===== config.mk =====
export PLATFORM = sky130hd
export DESIGN_NAME = ternary_weight_dot_product
export DESIGN_NICKNAME = d
export VERILOG_FILES = /design/src/rtl/twdp_pkg.sv /design/src/rtl/ternary_weight_dot_product.sv /design/src/rtl/twdp_lane.sv /design/src/rtl/twdp_merge.sv /design/src/rtl/twdp_scale.sv
export SDC_FILE = /design/constraint.sdc
export NUM_CORES = 2
export LEC_CHECK = 0
export BUFFER_PORTS_ARGS = -buffer_cell sky130_fd_sc_hd__buf_2
export CAP_MARGIN = 20
export CORE_UTILIZATION = 35
export DETAILED_ROUTE_END_ITERATION = 6
export PLACE_DENSITY_LB_ADDON = 0.08
export SLEW_MARGIN = 30
export SYNTH_ARGS = -nofsm -noshare
export SYNTH_HDL_FRONTEND = slang
export SYNTH_HIERARCHICAL = 1
export SYNTH_SLANG_ARGS = --single-unit

===== constraint.sdc =====
create_clock -name clk -period 9.5 [get_ports clk]
set_input_delay 2.375 -clock clk [delete_from_list [all_inputs] [get_ports clk]]
set_output_delay 2.375 -clock clk [all_outputs]
set_load 0.02 [all_outputs]

===== src/rtl/twdp_pkg.sv =====
// Shared types and constants for the ternary-weight dot product.
package twdp_pkg;

	localparam int LANES     = 4;
	localparam int CODE_W    = 2;
	localparam int ACT_W     = 16;
	localparam int TERM_W    = ACT_W + 1;
	localparam int ACC_W     = 29;
	localparam int SUM_W     = ACC_W + 2;
	localparam int SCALE_W   = 16;
	localparam int PROD_W    = ACC_W + SCALE_W + 1;
	localparam int FRAC_BITS = 14;
	localparam int BIAS_W    = 32;
	localparam int RES_W     = 32;
	localparam int WIDE_W    = RES_W + 1;

	localparam logic [CODE_W-1:0]  CODE_ADD    = 2'd1;
	localparam logic [CODE_W-1:0]  CODE_SUB    = 2'd3;
	localparam logic [SCALE_W-1:0] SCALE_RESET = 16'd16384;

	localparam logic signed [ACC_W-1:0] ACC_MAX = {1'b0, {(ACC_W-1){1'b1}}};
	localparam logic signed [ACC_W-1:0] ACC_MIN = {1'b1, {(ACC_W-1){1'b0}}};
	localparam logic signed [RES_W-1:0] RES_MAX = {1'b0, {(RES_W-1){1'b1}}};
	localparam logic signed [RES_W-1:0] RES_MIN = {1'b1, {(RES_W-1){1'b0}}};

	typedef logic signed [TERM_W-1:0] term_t;

	typedef struct packed {
		logic [7:0]               weight_byte;
		logic signed [ACT_W-1:0]  act0;
		logic signed [ACT_W-1:0]  act1;
		logic signed [ACT_W-1:0]  act2;
		logic signed [ACT_W-1:0]  act3;
		logic signed [BIAS_W-1:0] bias_value;
		logic                     last;
	} item_t;

	typedef struct packed {
		logic signed [RES_W-1:0] result;
		logic                    saturated;
	} result_t;

	// finished run handed from the accumulator to the scaler
	typedef struct packed {
		logic signed [ACC_W-1:0]  sum;
		logic                     clipped;
		logic signed [BIAS_W-1:0] bias;
	} fin_t;

endpackage


===== src/rtl/ternary_weight_dot_product.sv =====
// Top level: ternary-weight dot product with four lanes and saturating accumulator.
//
//  channel  | signals                       | direction | payload
//  ---------+-------------------------------+-----------+---------------------
//  item     | item_valid / item_ready       | in        | item_t
//  res      | res_valid / res_ready         | out       | result_t
//  cfg      | cfg_we                        | in        | cfg_wdata (scale)
//
// One request per cycle unless a last one waits on a stall; add loop is unpipelined.
// A result moves through the lane, merge, multiply and output registers.
// Reset clears the accumulator, the clip flag, all stage valids, and sets scale to 1.0.
// A stalled result holds only the stages behind it; non-last requests keep flowing.
module ternary_weight_dot_product import twdp_pkg::*; (
	input  logic               clk,
	input  logic               arst_n,
	input  logic               cfg_we,
	input  logic [SCALE_W-1:0] cfg_wdata,
	input  logic               item_valid,
	output logic               item_ready,
	input  item_t              item,
	output logic               res_valid,
	input  logic               res_ready,
	output result_t            res
);

	logic [SCALE_W-1:0]       scale_q;
	logic                     v_s1;
	logic                     last_s1;
	logic signed [BIAS_W-1:0] bias_s1;
	term_t [LANES-1:0]        terms_s1;
	logic signed [ACT_W-1:0]  acts [LANES];
	logic                     take_in;
	logic                     s1_go;
	logic                     s2_free;
	logic                     v_s2;
	fin_t                     fin_s2;
	logic                     scale_ready;

	assign acts       = '{item.act0, item.act1, item.act2, item.act3};
	assign s1_go      = v_s1 && (!last_s1 || s2_free);
	assign item_ready = !v_s1 || s1_go;
	assign take_in    = item_valid && item_ready;

	always_ff @(posedge clk or negedge arst_n) begin
		if (!arst_n) begin
			scale_q <= SCALE_RESET;
			v_s1    <= 1'b0;
		end else begin
			if (cfg_we) begin
				scale_q <= cfg_wdata;
			end
			if (item_ready) begin
				v_s1 <= item_valid;
			end
		end
	end

	always_ff @(posedge clk) begin
		if (take_in) begin
			last_s1 <= item.last;
			bias_s1 <= item.bias_value;
		end
	end

	for (genvar i = 0; i < LANES; i++) begin : g_lane
		twdp_lane u_lane (
			.clk     (clk),
			.en      (take_in),
			.code    (item.weight_byte[CODE_W*i +: CODE_W]),
			.act     (acts[i]),
			.term_s1 (terms_s1[i])
		);
	end

	twdp_merge u_merge (
		.clk        (clk),
		.arst_n     (arst_n),
		.take       (s1_go),
		.terms      (terms_s1),
		.last       (last_s1),
		.bias       (bias_s1),
		.down_ready (scale_ready),
		.s2_free    (s2_free),
		.v_s2       (v_s2),
		.fin_s2     (fin_s2)
	);

	twdp_scale u_scale (
		.clk       (clk),
		.arst_n    (arst_n),
		.scale     (scale_q),
		.up_valid  (v_s2),
		.up_data   (fin_s2),
		.up_ready  (scale_ready),
		.res_valid (res_valid),
		.res       (res),
		.res_ready (res_ready)
	);

endmodule


===== src/rtl/twdp_lane.sv =====
// One lane: decodes a ternary code and registers the signed term.
module twdp_lane import twdp_pkg::*; (
	input  logic                    clk,
	input  logic                    en,
	input  logic [CODE_W-1:0]       code,
	input  logic signed [ACT_W-1:0] act,
	output term_t                   term_s1
);

	term_t term_d;
	term_t act_x;

	assign act_x = {act[ACT_W-1], act};

	always_comb begin
		unique case (code)
			CODE_ADD: term_d = act_x;
			CODE_SUB: term_d = -act_x;
			default:  term_d = '0;
		endcase
	end

	always_ff @(posedge clk) begin
		if (en) begin
			term_s1 <= term_d;
		end
	end

endmodule


===== src/rtl/twdp_merge.sv =====
// Merge stage: adds the lane terms into the saturating accumulator and registers the finished sum on a last request.
module twdp_merge import twdp_pkg::*; (
	input  logic                     clk,
	input  logic                     arst_n,
	input  logic                     take,
	input  term_t [LANES-1:0]        terms,
	input  logic                     last,
	input  logic signed [BIAS_W-1:0] bias,
	input  logic                     down_ready,
	output logic                     s2_free,
	output logic                     v_s2,
	output fin_t                     fin_s2
);

	logic signed [ACC_W-1:0] acc_q;
	logic                    clip_q;
	logic signed [SUM_W-1:0] total;
	logic signed [ACC_W-1:0] acc_next;
	logic                    clip_next;

	always_comb begin
		total = {{(SUM_W-ACC_W){acc_q[ACC_W-1]}}, acc_q};
		for (int i = 0; i < LANES; i++) begin
			total = total + {{(SUM_W-TERM_W){terms[i][TERM_W-1]}}, terms[i]};
		end
		if (total[SUM_W-1:ACC_W-1] != {(SUM_W-ACC_W+1){total[SUM_W-1]}}) begin
			acc_next  = total[SUM_W-1] ? ACC_MIN : ACC_MAX;
			clip_next = 1'b1;
		end else begin
			acc_next  = total[ACC_W-1:0];
			clip_next = clip_q;
		end
	end

	assign s2_free = !v_s2 || down_ready;

	always_ff @(posedge clk or negedge arst_n) begin
		if (!arst_n) begin
			acc_q  <= '0;
			clip_q <= 1'b0;
			v_s2   <= 1'b0;
		end else begin
			if (take) begin
				if (last) begin
					acc_q  <= '0;
					clip_q <= 1'b0;
				end else begin
					acc_q  <= acc_next;
					clip_q <= clip_next;
				end
			end
			if (take && last) begin
				v_s2 <= 1'b1;
			end else if (down_ready) begin
				v_s2 <= 1'b0;
			end
		end
	end

	always_ff @(posedge clk) begin
		if (take && last) begin
			fin_s2.sum     <= acc_next;
			fin_s2.clipped <= clip_next;
			fin_s2.bias    <= bias;
		end
	end

	a_clear_after_last: assert property (@(posedge clk) disable iff (!arst_n)
		take && last |=> acc_q == '0 && !clip_q)
		else $error("accumulator not cleared after last request");

	a_hold_s2: assert property (@(posedge clk) disable iff (!arst_n)
		v_s2 && !down_ready |=> v_s2 && $stable(fin_s2))
		else $error("finished sum lost while stalled");

endmodule


===== src/rtl/twdp_scale.sv =====
// Scaling stages: multiply by scale, shift, add bias, saturate, output register.
module twdp_scale import twdp_pkg::*; (
	input  logic               clk,
	input  logic               arst_n,
	input  logic [SCALE_W-1:0] scale,
	input  logic               up_valid,
	input  fin_t               up_data,
	output logic               up_ready,
	output logic               res_valid,
	output result_t            res,
	input  logic               res_ready
);

	logic                     v_s3;
	logic signed [PROD_W-1:0] prod_s3;
	logic signed [BIAS_W-1:0] bias_s3;
	logic                     clip_s3;
	logic signed [PROD_W-1:0] prod_d;
	logic signed [RES_W-1:0]  shifted;
	logic signed [WIDE_W-1:0] wide;
	result_t                  res_d;
	logic                     rdy_s4;

	assign rdy_s4   = !res_valid || res_ready;
	assign up_ready = !v_s3 || rdy_s4;
	assign prod_d   = $signed(up_data.sum) * $signed({1'b0, scale});
	assign shifted  = prod_s3[PROD_W-1:FRAC_BITS];
	assign wide     = {shifted[RES_W-1], shifted} + {bias_s3[BIAS_W-1], bias_s3};

	always_comb begin
		if (wide[WIDE_W-1] != wide[WIDE_W-2]) begin
			res_d.result    = wide[WIDE_W-1] ? RES_MIN : RES_MAX;
			res_d.saturated = 1'b1;
		end else begin
			res_d.result    = wide[RES_W-1:0];
			res_d.saturated = clip_s3;
		end
	end

	always_ff @(posedge clk or negedge arst_n) begin
		if (!arst_n) begin
			v_s3      <= 1'b0;
			res_valid <= 1'b0;
		end else begin
			if (up_ready) begin
				v_s3 <= up_valid;
			end
			if (rdy_s4) begin
				res_valid <= v_s3;
			end
		end
	end

	always_ff @(posedge clk) begin
		if (up_valid && up_ready) begin
			prod_s3 <= prod_d;
			bias_s3 <= up_data.bias;
			clip_s3 <= up_data.clipped;
		end
		if (v_s3 && rdy_s4) begin
			res <= res_d;
		end
	end

	a_s3_to_out: assert property (@(posedge clk) disable iff (!arst_n)
		v_s3 && rdy_s4 |=> res_valid)
		else $error("scaled result dropped");

endmodule


==> reports/metrics.csv <==
metric,value,unit
Starting DRT DRC Count,1201,
post-CTS setup buffers,0,
DP HPWL,70.2,mm
RSZ-0062 raised after global routing,false,
final setup vio count,0,
final slew viol count,0,
share of layout cells above drive strength 1,10.4,%
post-route ant nets,0,
xor/xnor share of the synthesized area,3.23,%
mux contribution to synthesized area,1.20,%
post_cts resized,0,
Hold/Removal Path Class,flip-flop to flip-flop,
Synth warnings,6,
sequential-to-total area share from yosys stat,27.1,%
FP Rows,113,
Die W,312,um
Worst Tran Pin Value,1020,ps
Seq cells post-synth,311,
Worst slew margin,32.2,%
combinational family with the most area after synthesis,adder cells,
Post-Synth Simple-Gate Area,13.0,%
Mapped Cells,3239,
Root Driver,clkbuf_16,
DRT Pass-1 Iters,5,
worst skew pair latency,600,ps
Crit Path Category,flip-flop to flip-flop,
Compound-Gate Fraction of Synth Area,9.03,%
height of the chip,312,um
GRT Total Usage,19.2,%
Post-Syn Nets,4050,
Worst Clk Skew,35.6,ps
main flop type after synthesis,edfxtp_1,
endpoints failing hold,0,
Post-synth EDFFs,261,
vias in the first global route,25000,
Worst Path Max Fanout,18,
io pins,161,
WL final,91.4,mm
CTS buffer count,40,
minimum clock period,7600,ps
Syn-to-layout area delta,9.64,%
Placer Congestion,0.865,
"CTS clk-pin slew, worst paths",80,ps
Crit path required time,9820,ps
Initial Util,35.3,%
worst path arrival time,7910,ps
Hold Buf Count CTS,0,
via count,22900,
Sink Count,311,
total grt overflow,0,
vias per cell,4.93,
post-synthesis cell type count,97,
status,finished clean,
CTS tree,built,
CP endpoint kind,flip-flop,
Fmax,132,MHz
MaxCap Viol Count,0,
# H-tree levels,2,
Core Area,95000,um2
pin count of the biggest net entering global routing,66,
nets,4151,
drt drc,0,
syn avg cell area,10.4,um2
initial antenna violation count,0,
Async SR Flop Fraction,16.1,%
die area,97100,um2
mean routed wirelength per cell,19.7,um
Post-Route Setup TNS,0,ps
fin crit share,80.0,%
critical path startpoint category,flip-flop,
CTS Buffer Depth,3,
Adder-Cell Fraction of Synth Area,37.2,%
first-pass GRT wire length,145,mm
I/O Buffers,160,
post-synthesis cell area,33600,um2
[cells in the final DEF, fill, tap and decap left out, types with 14 or more instances in the layout]
master / count
a211oi_1: 15
nand2_1: 336
xnor2_1: 69
buf_2: 160
mux2i_1: 17
and2_1: 238
nor2_1: 72
buf_4: 23
nor3_1: 25
a21o_1: 36
nand3_1: 21
a21boi_0: 14
o21ai_1: 25
a31oi_1: 18
dfrtp_1: 42
a22o_1: 21
xor2_1: 48
ha_1: 176
a21oi_1: 113
clkbuf_16: 41
o21ai_0: 58
inv_1: 675
edfxtp_1: 261
o31ai_1: 14
fa_1: 508
nand2b_1: 24
[flip-flops by register name, summed over array words and instances, names as in the netlist]
name	flops
u_scale/v_s3	1
u_scale/bias_s3	32
u_merge/clip_q	1
u_scale/res_valid	1
bias_s1	32
scale_q	16
u_merge/v_s2	1
g_lane.u_lane/term_s1	68
u_scale/prod_s3	32
u_scale/clip_s3	1
v_s1	1
u_merge/acc_q	29
u_merge/fin_s2	62
last_s1	1
u_scale/res	33
[layout make-up]
| type | count | area [um2] |
|---|---|---|
| Multi-Input combinational cell | 2127 | 21400 |
| Inverter | 676 | 2540 |
| Tap cell | 1265 | 1580 |
| Clock inverter | 24 | 174 |
| Antenna cell | 1 | 2.50 |
| Timing Repair Buffer | 184 | 985 |
| Sequential cell | 311 | 9100 |
| Clock buffer | 48 | 1050 |
| Fill cell | 9502 | 58200 |
[routing by layer]
layer  up-vias  routed length [um]  global-route usage, %  share of wire [%]
met2       560               45700                   33.6                 50
met1     11700               39900                   25.2                 44
li1      10500                   -                      -                  -
met4         0                1840                   4.55                2.0
met3        95                3930                   2.29                4.3
met5         -                   0                      0                  0
[critical path, cell delays in order, from the launching register on]
cell and delay (ps):
dfrtp_1 700, buf_4 380, nand2_1 130, fa_1 550
fa_1 510, fa_1 560, inv_1 80, fa_1 520
fa_1 520, inv_1 50, fa_1 470, inv_1 40
ha_1 360, nand2_1 70, nor2_1 360, o2111ai_1 450
a41o_1 450, o31ai_1 590, a221o_1 290, a21oi_1 90
xnor2_1 120
[Yosys cell counts (17+ instances only)]
cell / instances / area (um2)
nand2b_1: 24 / 150
nor2_1: 72 / 270
xnor2_1: 69 / 604
mux2i_1: 17 / 170
a22o_1: 21 / 184
nor3_1: 25 / 125
a21o_1: 36 / 270
a31oi_1: 18 / 113
dfrtp_1: 49 / 1230
xor2_1: 48 / 420
and2_1: 241 / 1510
inv_1: 675 / 2530
fa_1: 509 / 10200
clkbuf_1: 89 / 334
nand2_1: 336 / 1260
ha_1: 176 / 2200
a21oi_1: 113 / 566
nand3_1: 21 / 105
o21ai_0: 58 / 290
o21ai_1: 25 / 125
edfxtp_1: 261 / 7840
[final timing paths]
kind / start / to / slack (ps) / cells past startpoint
worst max register to register: scale_q[2]$_DFFE_PN0P_ / u_scale/prod_s3[45]$_DFFE_PP_ / 1900 / 20
worst min-delay path: bias_s1[28]$_DFFE_PP_ / u_merge/fin_s2[28]$_DFFE_PP_ / 410 / 0
min in group asynchronous: arst_n / scale_q[2]$_DFFE_PN0P_ / 1980 / 2
worst max-delay path: scale_q[2]$_DFFE_PN0P_ / u_scale/prod_s3[45]$_DFFE_PP_ / 1900 / 20
worst min register to register: bias_s1[28]$_DFFE_PP_ / u_merge/fin_s2[28]$_DFFE_PP_ / 410 / 0
max in group asynchronous: arst_n / scale_q[13]$_DFFE_PN0P_ / 6920 / 2
[cell families after synthesis]
logic type / Yosys count
AND/OR/NAND/NOR: 844
XOR/XNOR: 120
AO/OA/AOI/OAI: 436
buffers and inverters: 801
flip-flops: 311
adder cells (fa/ha/maj): 693
multiplexers: 34
[stage by stage]
| step | utilization (%) | cells | hold slack [ps] | cell area (um2) | setup WS [ps] |
|---|---|---|---|---|---|
| 3_3_place_gp | 37.4 | 4563 | 405 | 35600 | 1690 |
| 6_report | 38.7 | 4636 | 412 | 36800 | 1900 |
| 3_5_place_dp | 37.4 | 4563 | 405 | 35600 | 1870 |
| 2_1_floorplan | - | 3239 | 400 | 33600 | 3080 |
| 4_1_cts | 38.7 | 4635 | 408 | 36800 | 1830 |
| 5_1_grt | 38.7 | 4635 | 419 | 36800 | 1600 |
Power is not shown: default switching activity piles up to over one toggle a cycle in this logic, so the estimate is an artifact.
